File: src/hdl/chr_pkg.sv
package chr_pkg;

  // Phase fraction and multiplier digit count
  localparam int FRAC_BITS = 16;
  // Phase increment (Q8.16) and phase position widths
  localparam int INC_W = 24;
  localparam int POS_W = INC_W + 1;
  // Frame port and configuration port widths
  localparam int DATA_W = 64;
  localparam int CC_W = 3;
  localparam int CFG_IDX_W = 2;
  localparam int CFG_DATA_W = INC_W;
  // Results per input word, and the counter that tracks them
  localparam int OUT_CAP = 64;
  localparam int CNT_W = 7;
  // Register indexes
  localparam logic [CFG_IDX_W-1:0] CFG_CHANNEL_COUNT = 2'd0;
  localparam logic [CFG_IDX_W-1:0] CFG_PHASE_INC = 2'd1;

endpackage

File: src/hdl/chr_mul.sv
// Bit-serial signed-by-unsigned multiplier, multiplier MSB first.
module chr_mul import chr_pkg::*; #(
  parameter int Width = 56
) (
  input  logic                    clk_i,
  input  logic                    rst_ni,
  input  logic                    start_i,
  input  logic signed [Width-1:0] a_i,
  input  logic [FRAC_BITS-1:0]    b_i,
  output logic                    done_o,
  output logic signed [Width-1:0] p_o
);

  localparam int CntW = $clog2(FRAC_BITS + 1);

  logic signed [Width-1:0] a_q, acc_q;
  logic [FRAC_BITS-1:0]    b_q;
  logic [CntW-1:0]         cnt_q;
  logic                    done_q;

  // Control: digit counter and done pulse
  always_ff @(posedge clk_i or negedge rst_ni) begin
    if (!rst_ni) begin
      cnt_q  <= '0;
      done_q <= 1'b0;
    end else begin
      done_q <= (cnt_q == CntW'(1));
      if (start_i) begin
        cnt_q <= CntW'(FRAC_BITS);
      end else if (cnt_q != '0) begin
        cnt_q <= cnt_q - CntW'(1);
      end
    end
  end

  // Datapath: shift-and-add, one multiplier bit per cycle
  always_ff @(posedge clk_i) begin
    if (start_i) begin
      a_q   <= a_i;
      b_q   <= b_i;
      acc_q <= '0;
    end else if (cnt_q != '0) begin
      acc_q <= (acc_q <<< 1) + (b_q[FRAC_BITS-1] ? a_q : '0);
      b_q   <= b_q << 1;
    end
  end

  assign done_o = done_q;
  assign p_o    = acc_q;

endmodule

File: src/hdl/chr_hermite.sv
// One lane of Catmull-Rom interpolation: three serial multiplies by f.
module chr_hermite import chr_pkg::*; #(
  parameter int SampleBits = 16
) (
  input  logic                         clk_i,
  input  logic                         rst_ni,
  input  logic                         start_i,
  input  logic [FRAC_BITS-1:0]         f_i,
  input  logic signed [SampleBits-1:0] xm1_i,
  input  logic signed [SampleBits-1:0] x0_i,
  input  logic signed [SampleBits-1:0] x1_i,
  input  logic signed [SampleBits-1:0] x2_i,
  output logic                         done_o,
  output logic [SampleBits-1:0]        y_o
);

  localparam int AccW = SampleBits + 40;
  localparam logic [1:0] PhC3 = 2'd0;
  localparam logic [1:0] PhC2 = 2'd1;
  localparam logic [1:0] PhC1 = 2'd2;
  localparam logic signed [AccW-1:0] YMax = AccW'((64'sd1 <<< (SampleBits - 1)) - 64'sd1);
  localparam logic signed [AccW-1:0] YMin = -YMax - AccW'(1);
  localparam logic signed [AccW-1:0] Half16 = AccW'(64'sd1 <<< 15);
  localparam logic signed [AccW-1:0] Half17 = AccW'(64'sd1 <<< 16);

  logic signed [AccW-1:0] xm1_e, x0_e, x1_e, x2_e, d_w;
  logic signed [AccW-1:0] c1_w, c2_w, c3_w;
  logic signed [AccW-1:0] c1_q, c2_q, x0_q;
  logic [FRAC_BITS-1:0]   f_q;
  logic [1:0]             ph_q;
  logic                   busy_q, done_q;
  logic [SampleBits-1:0]  y_q;

  logic                   mul_start, mul_done;
  logic signed [AccW-1:0] mul_a, prod, prod_r, t_w, y_w, y_sat;
  logic [FRAC_BITS-1:0]   mul_b;

  // Twice the Hermite coefficients
  assign xm1_e = AccW'(xm1_i);
  assign x0_e  = AccW'(x0_i);
  assign x1_e  = AccW'(x1_i);
  assign x2_e  = AccW'(x2_i);
  assign d_w   = x0_e - x1_e;
  assign c1_w  = x1_e - xm1_e;
  assign c2_w  = (xm1_e <<< 1) - ((x0_e <<< 2) + x0_e) + (x1_e <<< 2) - x2_e;
  assign c3_w  = (x2_e - xm1_e) + ((d_w <<< 1) + d_w);

  // Rounded product and final sample
  assign prod_r = (prod + Half16) >>> 16;
  assign t_w    = prod_r + (x0_q <<< 17);
  assign y_w    = (t_w + Half17) >>> 17;
  always_comb begin
    y_sat = y_w;
    if (y_w > YMax) y_sat = YMax;
    if (y_w < YMin) y_sat = YMin;
  end

  // Next multiply operand
  assign mul_start = start_i | (mul_done & busy_q & (ph_q != PhC1));
  assign mul_b     = start_i ? f_i : f_q;
  always_comb begin
    if (start_i) begin
      mul_a = c3_w;
    end else if (ph_q == PhC3) begin
      mul_a = prod + (c2_q <<< 16);
    end else begin
      mul_a = prod_r + (c1_q <<< 16);
    end
  end

  chr_mul #(.Width(AccW)) u_mul (
    .clk_i   (clk_i),
    .rst_ni  (rst_ni),
    .start_i (mul_start),
    .a_i     (mul_a),
    .b_i     (mul_b),
    .done_o  (mul_done),
    .p_o     (prod)
  );

  // Pass sequencing
  always_ff @(posedge clk_i or negedge rst_ni) begin
    if (!rst_ni) begin
      busy_q <= 1'b0;
      ph_q   <= PhC3;
      done_q <= 1'b0;
    end else begin
      done_q <= !start_i && busy_q && mul_done && (ph_q == PhC1);
      if (start_i) begin
        busy_q <= 1'b1;
        ph_q   <= PhC3;
      end else if (busy_q && mul_done) begin
        unique case (ph_q)
          PhC3: ph_q <= PhC2;
          PhC2: ph_q <= PhC1;
          default: begin
            busy_q <= 1'b0;
          end
        endcase
      end
    end
  end

  // Operand and result registers
  always_ff @(posedge clk_i) begin
    if (start_i) begin
      c1_q <= c1_w;
      c2_q <= c2_w;
      x0_q <= x0_e;
      f_q  <= f_i;
    end
    if (busy_q && mul_done && ph_q == PhC1) begin
      y_q <= y_sat[SampleBits-1:0];
    end
  end

  assign done_o = done_q;
  assign y_o    = y_q;

endmodule

File: src/hdl/cubic_hermite_resampler_unit.sv
// Four-point cubic Hermite resampler for packed multichannel frames.
// Input channel: frame_samples_i / end_of_block_i, taken when in_valid_i is
// high and in_stall_o is low. in_stall_o stays high while a word is processed.
// Output channel: out_samples_o / last_in_run_o, held while out_stall_i is
// high; last_in_run_o marks the final output frame caused by an input word.
// Config: cfg_we_i writes cfg_idx_i (0 channel count, 1 phase increment Q8.16)
// from cfg_data_i; write only while idle.
// Work: each output frame takes three serial multiplies per active lane and a
// shift past each inactive lane, plus control states. A word runs up to three
// source frames (at a block end), each giving ceil((1 - phase) / increment)
// outputs; a skipped frame gives none. Results are held one frame behind, so
// the last one can be flagged; it leaves after the word's final frame is done.
// Reset: empty window with a zero history frame, phase zero, no skip,
// channel count 2, increment 1.0. An output stall only stops the engine when
// both the output register and the pending frame are full.
module cubic_hermite_resampler_unit import chr_pkg::*; #(
  parameter int MAX_LANES   = 4,
  parameter int SAMPLE_BITS = 16
) (
  input  logic                  clk_i,
  input  logic                  rst_ni,
  input  logic                  in_valid_i,
  output logic                  in_stall_o,
  input  logic [DATA_W-1:0]     frame_samples_i,
  input  logic                  end_of_block_i,
  output logic                  out_valid_o,
  input  logic                  out_stall_i,
  output logic [DATA_W-1:0]     out_samples_o,
  output logic                  last_in_run_o,
  input  logic                  cfg_we_i,
  input  logic [CFG_IDX_W-1:0]  cfg_idx_i,
  input  logic [CFG_DATA_W-1:0] cfg_data_i
);

  localparam int LW = MAX_LANES * SAMPLE_BITS;

  localparam logic [2:0] S_IDLE  = 3'd0;
  localparam logic [2:0] S_CALL  = 3'd1;
  localparam logic [2:0] S_POS   = 3'd2;
  localparam logic [2:0] S_LANE  = 3'd3;
  localparam logic [2:0] S_WAIT  = 3'd4;
  localparam logic [2:0] S_PUSH  = 3'd5;
  localparam logic [2:0] S_FLUSH = 3'd6;

  logic [2:0]           state_q;
  logic [CC_W-1:0]      cc_q, active;
  logic [INC_W-1:0]     inc_q, inc_eff;
  logic [LW-1:0]        win_q [4];
  logic [LW-1:0]        op_q [4];
  logic [1:0]           held_q, n_eff, calls_q;
  logic [2:0]           m_w;
  logic                 eob_q;
  logic [FRAC_BITS-1:0] frac_q;
  logic [7:0]           skip_q;
  logic [POS_W-1:0]     pos_q;
  logic [CNT_W-1:0]     cnt_q;
  logic [CC_W-1:0]      lane_q;
  logic [LW-1:0]        res_q, pend_q, out_q;
  logic                 pend_vld_q, out_vld_q, out_last_q;
  logic                 out_free, out_load, accept, shift_win;
  logic                 h_start, h_done;
  logic [SAMPLE_BITS-1:0] h_y;

  assign accept   = in_valid_i && (state_q == S_IDLE);
  assign out_free = !out_vld_q || !out_stall_i;
  assign out_load = pend_vld_q && out_free &&
                    ((state_q == S_PUSH) || (state_q == S_FLUSH));
  assign inc_eff  = (inc_q == '0) ? INC_W'(1) : inc_q;
  assign active   = (cc_q > CC_W'(MAX_LANES)) ? CC_W'(MAX_LANES) : cc_q;
  assign n_eff    = (held_q == 2'd0) ? 2'd1 : held_q;
  assign m_w      = {1'b0, n_eff} + 3'd1;
  assign h_start  = (state_q == S_LANE) && (lane_q != CC_W'(MAX_LANES)) &&
                    (lane_q < active);

  // Window moves one frame after each source frame is handled
  assign shift_win = ((state_q == S_CALL) && (calls_q != 2'd0) && (skip_q != 8'd0)) ||
                     ((state_q == S_POS) && (|pos_q[POS_W-1:FRAC_BITS]));

  // Configuration registers
  always_ff @(posedge clk_i or negedge rst_ni) begin
    if (!rst_ni) begin
      cc_q  <= CC_W'(2);
      inc_q <= INC_W'(65536);
    end else if (cfg_we_i) begin
      if (cfg_idx_i == CFG_CHANNEL_COUNT) cc_q <= cfg_data_i[CC_W-1:0];
      if (cfg_idx_i == CFG_PHASE_INC) inc_q <= cfg_data_i[INC_W-1:0];
    end
  end

  // Sample window: fixed entries, loaded on accept, shifted per source frame
  always_ff @(posedge clk_i or negedge rst_ni) begin
    if (!rst_ni) begin
      for (int j = 0; j < 4; j++) win_q[j] <= '0;
    end else if (accept) begin
      for (int j = 1; j < 4; j++) begin
        if (end_of_block_i ? (2'(j) >= n_eff) : (2'(j) == n_eff)) begin
          win_q[j] <= frame_samples_i[LW-1:0];
        end
      end
    end else if (shift_win) begin
      win_q[0] <= win_q[1];
      win_q[1] <= win_q[2];
      win_q[2] <= win_q[3];
      win_q[3] <= eob_q ? win_q[3] : '0;
    end else if (state_q == S_FLUSH && eob_q &&
                 (!pend_vld_q || out_free)) begin
      for (int j = 1; j < 4; j++) win_q[j] <= '0;
    end
  end

  // Sequencer
  always_ff @(posedge clk_i or negedge rst_ni) begin
    if (!rst_ni) begin
      state_q    <= S_IDLE;
      held_q     <= 2'd1;
      calls_q    <= 2'd0;
      eob_q      <= 1'b0;
      frac_q     <= '0;
      skip_q     <= '0;
      pos_q      <= '0;
      cnt_q      <= '0;
      lane_q     <= '0;
      pend_vld_q <= 1'b0;
      out_vld_q  <= 1'b0;
      out_last_q <= 1'b0;
    end else begin
      if (out_load) begin
        out_vld_q <= 1'b1;
      end else if (out_vld_q && !out_stall_i) begin
        out_vld_q <= 1'b0;
      end
      unique case (state_q)
        S_IDLE: begin
          if (accept) begin
            eob_q <= end_of_block_i;
            cnt_q <= '0;
            if (end_of_block_i) begin
              calls_q <= n_eff;
              held_q  <= 2'd1;
            end else begin
              calls_q <= (m_w == 3'd4) ? 2'd1 : 2'd0;
              held_q  <= (m_w == 3'd4) ? 2'd3 : m_w[1:0];
            end
            state_q <= S_CALL;
          end
        end
        S_CALL: begin
          if (calls_q == 2'd0) begin
            state_q <= S_FLUSH;
          end else if (skip_q != 8'd0) begin
            skip_q  <= skip_q - 8'd1;
            calls_q <= calls_q - 2'd1;
          end else begin
            pos_q   <= POS_W'(frac_q);
            state_q <= S_POS;
          end
        end
        S_POS: begin
          if (|pos_q[POS_W-1:FRAC_BITS]) begin
            frac_q  <= pos_q[FRAC_BITS-1:0];
            skip_q  <= pos_q[FRAC_BITS+7:FRAC_BITS] - 8'd1;
            calls_q <= calls_q - 2'd1;
            state_q <= S_CALL;
          end else if (cnt_q == CNT_W'(OUT_CAP)) begin
            pos_q <= pos_q + POS_W'(inc_eff);
          end else begin
            lane_q  <= '0;
            state_q <= S_LANE;
          end
        end
        S_LANE: begin
          if (lane_q == CC_W'(MAX_LANES)) begin
            state_q <= S_PUSH;
          end else if (lane_q < active) begin
            state_q <= S_WAIT;
          end else begin
            lane_q <= lane_q + CC_W'(1);
          end
        end
        S_WAIT: begin
          if (h_done) begin
            lane_q  <= lane_q + CC_W'(1);
            state_q <= S_LANE;
          end
        end
        S_PUSH: begin
          if (!pend_vld_q || out_free) begin
            if (pend_vld_q) begin
              out_last_q <= 1'b0;
            end
            pend_vld_q <= 1'b1;
            cnt_q      <= cnt_q + CNT_W'(1);
            pos_q      <= pos_q + POS_W'(inc_eff);
            state_q    <= S_POS;
          end
        end
        S_FLUSH: begin
          if (!pend_vld_q) begin
            state_q <= S_IDLE;
          end else if (out_free) begin
            out_last_q <= 1'b1;
            pend_vld_q <= 1'b0;
            state_q    <= S_IDLE;
          end
        end
        default: state_q <= S_IDLE;
      endcase
    end
  end

  // Lane operands and result frame, one lane per shift
  always_ff @(posedge clk_i) begin
    if (state_q == S_POS) begin
      for (int j = 0; j < 4; j++) op_q[j] <= win_q[j];
    end
    if ((state_q == S_LANE && lane_q != CC_W'(MAX_LANES) && !(lane_q < active)) ||
        (state_q == S_WAIT && h_done)) begin
      for (int j = 0; j < 4; j++) op_q[j] <= op_q[j] >> SAMPLE_BITS;
      res_q <= (res_q >> SAMPLE_BITS) |
               (LW'((state_q == S_WAIT) ? h_y : '0) << (LW - SAMPLE_BITS));
    end
    if (state_q == S_PUSH && (!pend_vld_q || out_free)) begin
      pend_q <= res_q;
      if (pend_vld_q) out_q <= pend_q;
    end
    if (state_q == S_FLUSH && pend_vld_q && out_free) begin
      out_q <= pend_q;
    end
  end

  chr_hermite #(.SampleBits(SAMPLE_BITS)) u_hermite (
    .clk_i   (clk_i),
    .rst_ni  (rst_ni),
    .start_i (h_start),
    .f_i     (pos_q[FRAC_BITS-1:0]),
    .xm1_i   (op_q[0][SAMPLE_BITS-1:0]),
    .x0_i    (op_q[1][SAMPLE_BITS-1:0]),
    .x1_i    (op_q[2][SAMPLE_BITS-1:0]),
    .x2_i    (op_q[3][SAMPLE_BITS-1:0]),
    .done_o  (h_done),
    .y_o     (h_y)
  );

  assign in_stall_o    = (state_q != S_IDLE);
  assign out_valid_o   = out_vld_q;
  assign out_samples_o = DATA_W'(out_q);
  assign last_in_run_o = out_last_q;

endmodule
File: config.mk
export PLATFORM = sky130hd
export DESIGN_NAME = cubic_hermite_resampler_unit
export DESIGN_NICKNAME = d
export VERILOG_FILES = /design/src/hdl/chr_pkg.sv /design/src/hdl/chr_mul.sv /design/src/hdl/chr_hermite.sv /design/src/hdl/cubic_hermite_resampler_unit.sv
export SDC_FILE = /design/constraint.sdc
export NUM_CORES = 2
export LEC_CHECK = 0
export ABC_CLOCK_PERIOD_IN_PS = 20400
export BUFFER_PORTS_ARGS = -buffer_cell sky130_fd_sc_hd__buf_2
export CORE_MARGIN = 4
export CORE_UTILIZATION = 54
export DETAILED_ROUTE_END_ITERATION = 12
export PLACE_DENSITY = 0.71
export SLEW_MARGIN = 20
export SYNTH_ARGS = -nofsm -noshare
export SYNTH_HDL_FRONTEND = slang
export SYNTH_SLANG_ARGS = --single-unit
File: constraint.sdc
create_clock -name clk_i -period 20.4 [get_ports clk_i]
set_clock_uncertainty 0.15 [all_clocks]
set_input_delay 2.04 -clock clk_i [delete_from_list [all_inputs] [get_ports clk_i]]
set_output_delay 2.04 -clock clk_i [all_outputs]
set_load 0.02 [all_outputs]
Word level (Yosys, flattened, before mapping)
Memory sizes are Yosys's and may differ from the RTL's.
Cells that the tools add are included.
Word-level totals
  memory bits (read-only): 0
  output and inout bits: 67
  RAM bits: 256
  memories: 1
  latch bits: 0
  bits in registers: 788
Cells by class
  bitwise logic cells: 9
  mux-type cells: 91
  add/sub/neg operators: 23
  div/mod/pow operators: 0
  $lt $le $gt $ge: 7
  reductions and logical operators: 75
  shift operators: 0
  eq/ne operators: 42
  multiply operators: 0
Memories
  op_q: depth 4, bits a word 64, read ports 4, clocked after Yosys merged registers in 0, write ports 4, line cubic_hermite_resampler_unit.sv:49  | logic [LW-1:0] op_q [4];
Operators with widths (number)
  $mux 64: 11
  $mux 192: 3
  $add 56x56->56: 4
  $mux 56: 3
  $mux 25: 5
  $add 40x33->41: 2
  $mux 16: 5
  $pmux 25 s3: 1
  $or 48x64->64: 1
  $add 56x17->56 const B: 1
  $mux 3: 17
  $sub 16x16->17: 3
  $add 41x18->42 const B: 1
  $add 40x18->40: 1
  $sub 40x16->40: 1
  $gt 39x16->1 const B: 1
  $lt 39x16->1 const B: 1
  $ne 2x2->1 const B: 14
  $add 25x24->25: 1
  $logic_not 24->1: 1
  $mux 24: 1
  $mux 8: 3
  $reduce_and 2->1: 11
  $logic_and 1x1->1: 21
  53 further kinds: 134

Logic depth before layout (Yosys ltp)
  depth after elaboration: 9
  gate-level depth with buffers: 31
  gate-level depth less buffers: 31

By module
From an unflattened synthesis, not the netlist that was laid out.
Unflattened totals
  cell total of the unflattened synthesis: 5061
  area, all modules: 53896.7 um2
By module, submodules not included
  cubic_hermite_resampler_unit: cells each 2628, area an instance 32058.2 um2, instances 1, seq. area each 21809.7 um2
  chr_hermite: cells each 1607, area an instance 13782.0 um2, instances 1, seq. area each 2552.4 um2
  chr_mul: cells each 826, area an instance 8056.5 um2, instances 1, seq. area each 3433.3 um2

Worst setup path before layout
No wires, ideal clock.
  path kind: flip-flop to flip-flop
  start: reg cc_q[1]
  end: mem op_q[0][0] in the netlist's numbering, enable pin
  setup time: 1634 ps
  cell stages (with the launch flop): 12
  arrival: 5418 ps
  path buffers: 2
  path slack: 13197 ps
  period minus slack after synthesis: 7203 ps
  data required time: 18616 ps
  cell sequence: dfstp_2 > nand2_1 > ha_1 > inv_1 > a31oi_1 > o21ai_0 > nand2b_1 > nor2b_1 > a21oi_1 > clkbuf_1 > clkbuf_1 > nand2_1
RTL lines
  start: declaration: line cubic_hermite_resampler_unit.sv:46  | logic [CC_W-1:0] cc_q, active;
  start signal: assignment: line cubic_hermite_resampler_unit.sv:85  | if (cfg_idx_i == CFG_CHANNEL_COUNT) cc_q <= cfg_data_i[CC_W-1:0];
  end: declaration: line cubic_hermite_resampler_unit.sv:49

==> impl_metrics.yaml <==
pwr:
  combinationalPowerShare_pct: 2.8
  ir_drop_uv: 79.49
  switching_share_pct: 21.42
  p_total_mw: 4.412
  clock_power_share_pct: 46.1
  p_sw_uw: 945.1
  intPower_mw: 3.467
  power_leakage_nw: 24.76
  p_seq_share_pct: 51.0
  power_density_nw_per_um2: 72.34
critical_path:
  r2r_start: "op_q[1][0]"
  crit_top_cell: "a21oi_1"
  start_kind: "register"
  crit_required_ns: 20.64
  crit_start: "op_q[1][0]"
  worstPathMaxFanout: 4
  worst-endpoint-arrival_ns: 7.39
  cp-end-kind: "register"
  crit_type: "reg -> reg"
  crit_path_top_delay_cell: "o41ai_1"
  slowest_delay_ns: 0.65
floorplan:
  start_util_pct: 54.37
  die_width_um: 327.8
  rows: 117
  dieArea_um2: 107500
  die_height_um: 327.8
  core-area_um2: 101600
  io_pins: 163
synthesis:
  synth.most_common_cell: "nand2_1"
  yosys.area.top_type_share_pct: 30.50
  syn-instance-count: 5471
  synth_commonest_cells: "nand2_1, edfxtp_1, o21ai_0, dfrtp_1, a21oi_1"
  yosysTopAreaCell: "edfxtp_1"
  ys_warn_count: 0
  synth_top_flop_cell: "edfxtp_1"
  synth_nets: 5916
  synth_cell_types: 88
  syn_area_um2: 55240
  ys_seq_area_share_pct: 51.30
  synth-seq-cells: 1044
  async_flop_share_pct: 34.77
  synth_edf_count: 561
  avgSynthCellArea_um2: 10.10
  synth.area.top_cells: "edfxtp_1, dfrtp_1, nand2_1"
detailed_routing:
  routed_wl_mm: 139.8
  viasPerCell: 5.763
  wire_per_inst_um: 20.02
  firstDrtPassIters: 6
  ant_nets: 0
  drc: 0
  drt_first_iter_violations: 3514
  vias: 40246
clock_network:
  path_clk_slew_ns: 0.06
  htree_levels: 3
  hold_buffers: 0
  cts_buffers: 107
  cts_sinks: 1044
  cts_root_buffer: "clkbuf_16"
  postCtsResizedCells: 0
  clk-insertion-delay-late_ns: 0.71
  cts_tree: "done"
  clk_path_buf_depth: 3
  cts_setup_buffers: 0
timing:
  tns_ns: 0
  fin_crit_sh_pct: 35.04
  fin_crit_ns: 7.149
  hold_viol: 0
  slew_headroom_pct: 23.53
  worst_pin_slew_ns: 1.143
  finalWorstSetupSlack_ns: 13.25
  final_max_slew_viol_count: 0
  setup_viol: 0
  clock.fmax_mhz: 139.9
  rsz0062_at_grt: "false"
global_route:
  grt_pass1_wl_mm: 220.6
  track_usage_pct: 25.84
  overflow: 0
  grt_max_degree: 181
  antenna_found_initial: 2
  grt_pass1_vias: 38836
run_status:
  status: "finished clean"
placement:
  portBuffers: 162
  hpwl_mm: 98.95
  place_ws_ns: 13.38
  placed_cells: 6782
  place_congestion: 0.9354
min_path:
  min_path_type: "reg -> reg"
  hold_start: "pend_q[23]"
final_layout:
  final_cells: 6984
  diodes: 0
  final_util_pct: 60.03
  final_layout_size_suffix_gt1_share_pct: 8.636
  syn2layout_area_growth_pct: 10.41
  n_fill_cell: 8610
  fin_nets: 5968
job:
  max_cap_violations: 0
## cells by family (layout without fill, tap and decap cells)
logic type | after synthesis | in the layout | share of synthesized area, %
AO/OA/AOI/OAI | 1487 | 1487 | 17.44
XOR/XNOR | 265 | 265 | 4.202
adder cells (fa/ha/maj) | 349 | 349 | 8.734
buffers and inverters | 485 | 630 | 3.346
flip-flops | 1044 | 1044 | 51.30
multiplexers | 36 | 36 | 0.7158
AND/OR/NAND/NOR | 1805 | 1805 | 14.27
## power groups by stage
stage / combinational [mW] / sequential, mW / clock [mW]
final: 0.126 / 2.25 / 2.04
after floorplan: 0.0853 / 2.28 / 0
after global placement: 0.123 / 2.29 / 0
after CTS: 0.128 / 2.25 / 2.07
after detailed placement: 0.127 / 2.29 / 0
after global routing: 0.143 / 2.25 / 2.16
## layout by cell type (no fill, tap or decap), types with 15 or more instances in the layout
cell type / instances
nor2_1: 249
dfrtp_1: 360
xor2_1: 105
nand3_1: 78
clkinv_2: 19
dfxtp_1: 120
nand2_1: 1078
ha_1: 288
a21oi_1: 357
clkbuf_16: 107
o22ai_1: 15
nand2b_1: 40
inv_1: 211
o21ai_0: 384
a21o_1: 103
a31oi_1: 44
or3_1: 19
fa_1: 61
a211oi_1: 38
clkbuf_8: 18
and3_1: 33
nor3_1: 56
mux2_2: 28
a22o_1: 150
a21boi_0: 144
nand4_1: 21
or2_2: 17
and2_1: 103
o211ai_1: 22
o21a_1: 31
o21bai_1: 41
buf_4: 47
xnor2_1: 160
edfxtp_1: 561
nor2b_1: 46
o31ai_1: 30
buf_2: 161
clkbuf_1: 23
## critical path, delay by kind of cell, from the launching register on
| kind | cells | cell delay [ns] |
|---|---|---|
| AOI/OAI and AO/OA | 15 | 3.36 |
| and+or+nand+nor | 3 | 0.62 |
| xor gates and xnor gates | 2 | 0.36 |
| buffers and inverters | 3 | 0.33 |
| DFF | 1 | 0.44 |
| adders and majority gates | 5 | 1.56 |
## cell type report
cell class	instances	area, um2	area share, %
sequential	1044	28340	46.46
multi-input combinational	3942	25160	41.25
clock buffer	148	3012	4.938
tap	1368	1712	2.807
timing repair buffer	213	1236	2.027
inverter	215	819.5	1.344
clock inverter	54	714.4	1.171
## registers in the layout, indices dropped and copies added, names as in the netlist, 24 cells and up
signal and cells:
op_q 256, res_q 64, out_samples_o 64, u_hermite.c2_q 40, pend_q 64, u_hermite.u_mul.a_q 56, u_hermite.u_mul.p_o 56, pos_q 25
win_q 256, inc_q 24
## layer usage
layer  GRT usage, %  vias to the layer above  wire length [um]
li1               -                    19503                 -
met1          36.01                    19412             62010
met2          42.65                     1094             66400
met3          2.951                      237              6531
met4          8.192                        0              4855
met5              0                        -                 0
## final timing paths
path                                           end  slack (ns)  cells past startpoint
max                        u_hermite.u_mul.a_q[53]       13.25                     28
min                              out_samples_o[23]        0.27                      0
max reg2reg                u_hermite.u_mul.a_q[53]       13.25                     28
min reg2reg                      out_samples_o[23]        0.27                      0
max in group asynchronous                 pos_q[6]       16.56                      3
min in group asynchronous                win_q[52]        1.23                      1
## per-stage QoR
step | area, um2 | hold slack [ns]
floorplan | 55240 | 0.2503
global placement | 57240 | 0.2503
detailed placement | 57260 | 0.2545
CTS | 60980 | 0.2658
global route | 60990 | 0.2712
finish | 60990 | 0.2651
Power figures use the tool's default switching activity.
